--- config.mk ---
export PLATFORM = sky130hd
export DESIGN_NAME = dsw_regs
export DESIGN_NICKNAME = d
export VERILOG_FILES = /design/src/rtl/dsw_pkg.sv /design/src/rtl/dsw_regs.sv
export SDC_FILE = /design/constraint.sdc
export NUM_CORES = 1
export LEC_CHECK = 0
export ABC_AREA = 1
export BUFFER_PORTS_ARGS = -buffer_cell sky130_fd_sc_hd__clkbuf_2
export CORE_MARGIN = 2
export CORE_UTILIZATION = 35
export DETAILED_ROUTE_END_ITERATION = 8
export GPL_ROUTABILITY_DRIVEN = 0
export PLACE_DENSITY = 0.91
export REMOVE_ABC_BUFFERS = 1
export SLEW_MARGIN = 20
export SYNTH_ARGS = -nofsm -noshare
export SYNTH_HDL_FRONTEND = slang
export SYNTH_SLANG_ARGS = --single-unit
--- constraint.sdc ---
create_clock -name clk -period 1.1 [get_ports clk]
set_input_delay 0.22 -clock clk [delete_from_list [all_inputs] [get_ports clk]]
set_output_delay 0.22 -clock clk [all_outputs]
set_load 0.005 [all_outputs]
--- src/rtl/dsw_pkg.sv ---
package dsw_pkg;

	localparam int SUM_MAX = 64;
	localparam int ROW_DEPTH = SUM_MAX + 1;
	localparam int ADDR_W = $clog2(ROW_DEPTH);
	localparam int VAL_W = 7;
	localparam int CNT_W = 64;
	localparam int DATA_W = 32;
	localparam int PADDR_W = 3;

	// register index, taken from paddr[2]
	localparam logic REG_FACE = 1'b0;
	localparam logic REG_DICE = 1'b1;

	localparam logic [VAL_W-1:0] FACE_RESET = VAL_W'(6);
	localparam logic [VAL_W-1:0] DICE_RESET = VAL_W'(3);

	typedef struct packed {
		logic [VAL_W-1:0] face_count;
		logic [VAL_W-1:0] dice_count;
	} cfg_t;

endpackage

--- src/rtl/dsw_regs.sv ---
module dsw_regs (
	input  logic                         clk,
	input  logic                         arst_n,
	input  logic                         psel,
	input  logic                         penable,
	input  logic                         pwrite,
	input  logic [dsw_pkg::PADDR_W-1:0]  paddr,
	input  logic [dsw_pkg::DATA_W-1:0]   pwdata,
	output logic [dsw_pkg::DATA_W-1:0]   prdata,
	output logic                         pready,
	output dsw_pkg::cfg_t                cfg
);

	logic                       wr_en;
	logic                       reg_idx;
	logic [dsw_pkg::VAL_W-1:0]  face_q;
	logic [dsw_pkg::VAL_W-1:0]  dice_q;

	assign pready  = 1'b1;
	assign wr_en   = psel & penable & pwrite;
	assign reg_idx = paddr[2];

	always_ff @(posedge clk or negedge arst_n) begin
		if (!arst_n) begin
			face_q <= dsw_pkg::FACE_RESET;
			dice_q <= dsw_pkg::DICE_RESET;
		end else if (wr_en) begin
			case (reg_idx)
				dsw_pkg::REG_FACE: face_q <= pwdata[dsw_pkg::VAL_W-1:0];
				dsw_pkg::REG_DICE: dice_q <= pwdata[dsw_pkg::VAL_W-1:0];
				default: ;
			endcase
		end
	end

	always_comb begin
		case (reg_idx)
			dsw_pkg::REG_FACE: prdata = {{(dsw_pkg::DATA_W-dsw_pkg::VAL_W){1'b0}}, face_q};
			dsw_pkg::REG_DICE: prdata = {{(dsw_pkg::DATA_W-dsw_pkg::VAL_W){1'b0}}, dice_q};
			default:           prdata = '0;
		endcase
	end

	assign cfg.face_count = face_q;
	assign cfg.dice_count = dice_q;

endmodule

==> results.json <==
{
  "arrival_ns": 1.06,
  "ys_seq_area_frac": 0.404,
  "final_common_cell": "nand2_1",
  "p_leak_nw": 0.676,
  "max_freq_mhz": 779,
  "violations": "negative setup slack",
  "mostFrequentLayoutCells": "49 x nand2_1, 28 x clkbuf_2, 26 x conb_1",
  "multiInputGateArea_um2": 388,
  "irDropWorstVdd_uv": 564,
  "die_w_um": 54.1,
  "period_share": 1.17,
  "synthToLayoutAreaGrowth_pct": 26.0,
  "die_h_um": 54.1,
  "antenna_found_initial": 0,
  "ioPinCount": 87,
  "final_area_um2": 1110,
  "clock_skew_ns": 0,
  "critPathLaunchType": "register",
  "ys_warn_count": 0,
  "clk_pin_slew_ns": 0.08,
  "netlist_instances": 115,
  "ant_nets": 0,
  "cts_made_buffers": 3,
  "drive_above_1_share": 0.361,
  "ff_latch_area_um2": 355,
  "grt_overflow": 0,
  "cpLargestDelayFamily": "flip-flops",
  "status": "finished, violations left",
  "powerDensity_nw_per_um2": 1420,
  "nets": 199,
  "rsz0062_at_grt": "true",
  "crit_path_frequent_cell": "nand2_1",
  "n_fill_cell": 246,
  "grt_pass1_vias": 596,
  "path_cells": "nand2_1 > nand2_1 > buf_2",
  "grt_pass1_wl_um": 2610,
  "synthesis.area_um2": 880,
  "hold_slack_ns": 0.149,
  "grt_use_total": 0.124,
  "critPathMaxStageDelay_ns": 0.56,
  "io_buffer_count": 33,
  "avgSynthCellArea_um2": 7.65,
  "drc_errors": 0,
  "placedInstanceArea_um2": 981,
  "worst_slack_ns": -0.183,
  "first_iter_violations": 15,
  "clock-sinks": 14,
  "finalMaxSlewViolations": 0,
  "h-tree-depth": 1,
  "synth.distinct_cells": 12,
  "drt_pass1_iterations": 4,
  "dpl_worst_slack_ns": 0.0197,
  "antenna_cells": 0,
  "critPathMaxFanout": 3,
  "finalSetupTns_ns": -0.851,
  "viasPerCell": 4.07,
  "drv_cap": 0,
  "core_area_um2": 2430,
  "critPathRequiredTime_ns": 0.88,
  "hp-class": "in -> reg",
  "ys_seq_elements": 14,
  "die_area_um2": 2930,
  "fin_crit_ns": 1.28,
  "wl_per_cell_um": 9.62,
  "finalPower_mw": 1.57,
  "dpl.hpwl_um": 1340,
  "initial_core_util": 0.362,
  "critPathSlowestCell": "dfstp_2",
  "setup_viol": 11,
  "critical_path_class": "reg -> out",
  "grt_max_degree": 15,
  "crit_path_end_kind": "primary output",
  "clockBufferDepth": 2,
  "hold_viol": 0,
  "clockRootBuffer": "clkbuf_4",
  "wl_um": 1810,
  "path_buf_inv": 1,
  "clk-insertion-delay-late_ns": 0.27,
  "rows": 18,
  "vias": 765,
  "tritoncts": "built"
}
-- flip-flops by register name, summed over array words and instances, names as in the netlist --
name,count
dice_q,7
face_q,7
-- report_power, final --
part	internal, mW	switching [mW]	total, mW
Combinational	0.268	0.232	0.500
Clock	0.201	0.165	0.366
Sequential	0.632	0.0757	0.708
Total	1.10	0.473	1.57
-- kinds of logic after synthesis --
kind of cell  Yosys count  synth area share
buf+inv                32             0.260
simple gates           67             0.327
flops                  14             0.404
other cells             2           0.00854
-- per-stage QoR --
step,instances,util
3_3_place_gp,176,0.403
5_1_grt,188,0.456
4_1_cts,184,0.432
3_5_place_dp,176,0.403
6_report,188,0.456
2_1_floorplan,109,-
-- routing by layer --
layer  up-vias  global-route usage  wire [µm]
met1       342               0.138        679
met5         -                   0          0
li1        392                   -          -
met3         2              0.0139        112
met4         0              0.0500         14
met2        29               0.233       1000
-- worst register-to-register path, delay by kind of cell, from the launching register on --
kind / cells / cell delay, ns
simple gates: 2 / 0.10
flops: 1 / 0.54
buf+inv: 2 / 0.18
-- synthesized netlist by cell type --
| cell type | n | area, µm² |
|---|---|---|
| buf_2 | 3 | 15.0 |
| buf_4 | 26 | 195 |
| buf_6 | 1 | 11.3 |
| conb_1 | 2 | 7.51 |
| dfrtp_1 | 10 | 250 |
| dfstp_2 | 4 | 105 |
| inv_2 | 2 | 7.51 |
| nand2_1 | 50 | 188 |
| nand3_1 | 14 | 70.1 |
| nand4_1 | 1 | 6.26 |
| nand4_2 | 1 | 12.5 |
| nor2_4 | 1 | 11.3 |
-- repair_timing --
item,4_1_cts,5_1_grt
gates resized for setup,0,9
setup endpoints to repair,11,11
pin swaps,5,2
buffers inserted,3,4
hold buffers,1,0
endpoints found under the hold margin,10,0
-- final cells by class --
cell class,count,share of cell area
flip-flops and latches,14,0.321
well taps,30,0.0339
clock buffers,4,0.0327
multi-input cells,93,0.350
repair buffers,45,0.256
inverters,2,0.00677
-- path summary, 6_finish.rpt --
check,from,to,slack [ns],cells past startpoint
worst max-delay path,dice_q[1],prdata[1],-0.18,3
worst min-delay path,pwdata[2],face_q[2],0.15,3
worst max register to register,face_q[2],face_q[2],0.23,4
worst min register to register,dice_q[0],dice_q[0],0.48,2
max in group asynchronous,arst_n,face_q[2],0.42,2
min in group asynchronous,arst_n,dice_q[3],0.38,2
Power figures use the tool's default switching activity.
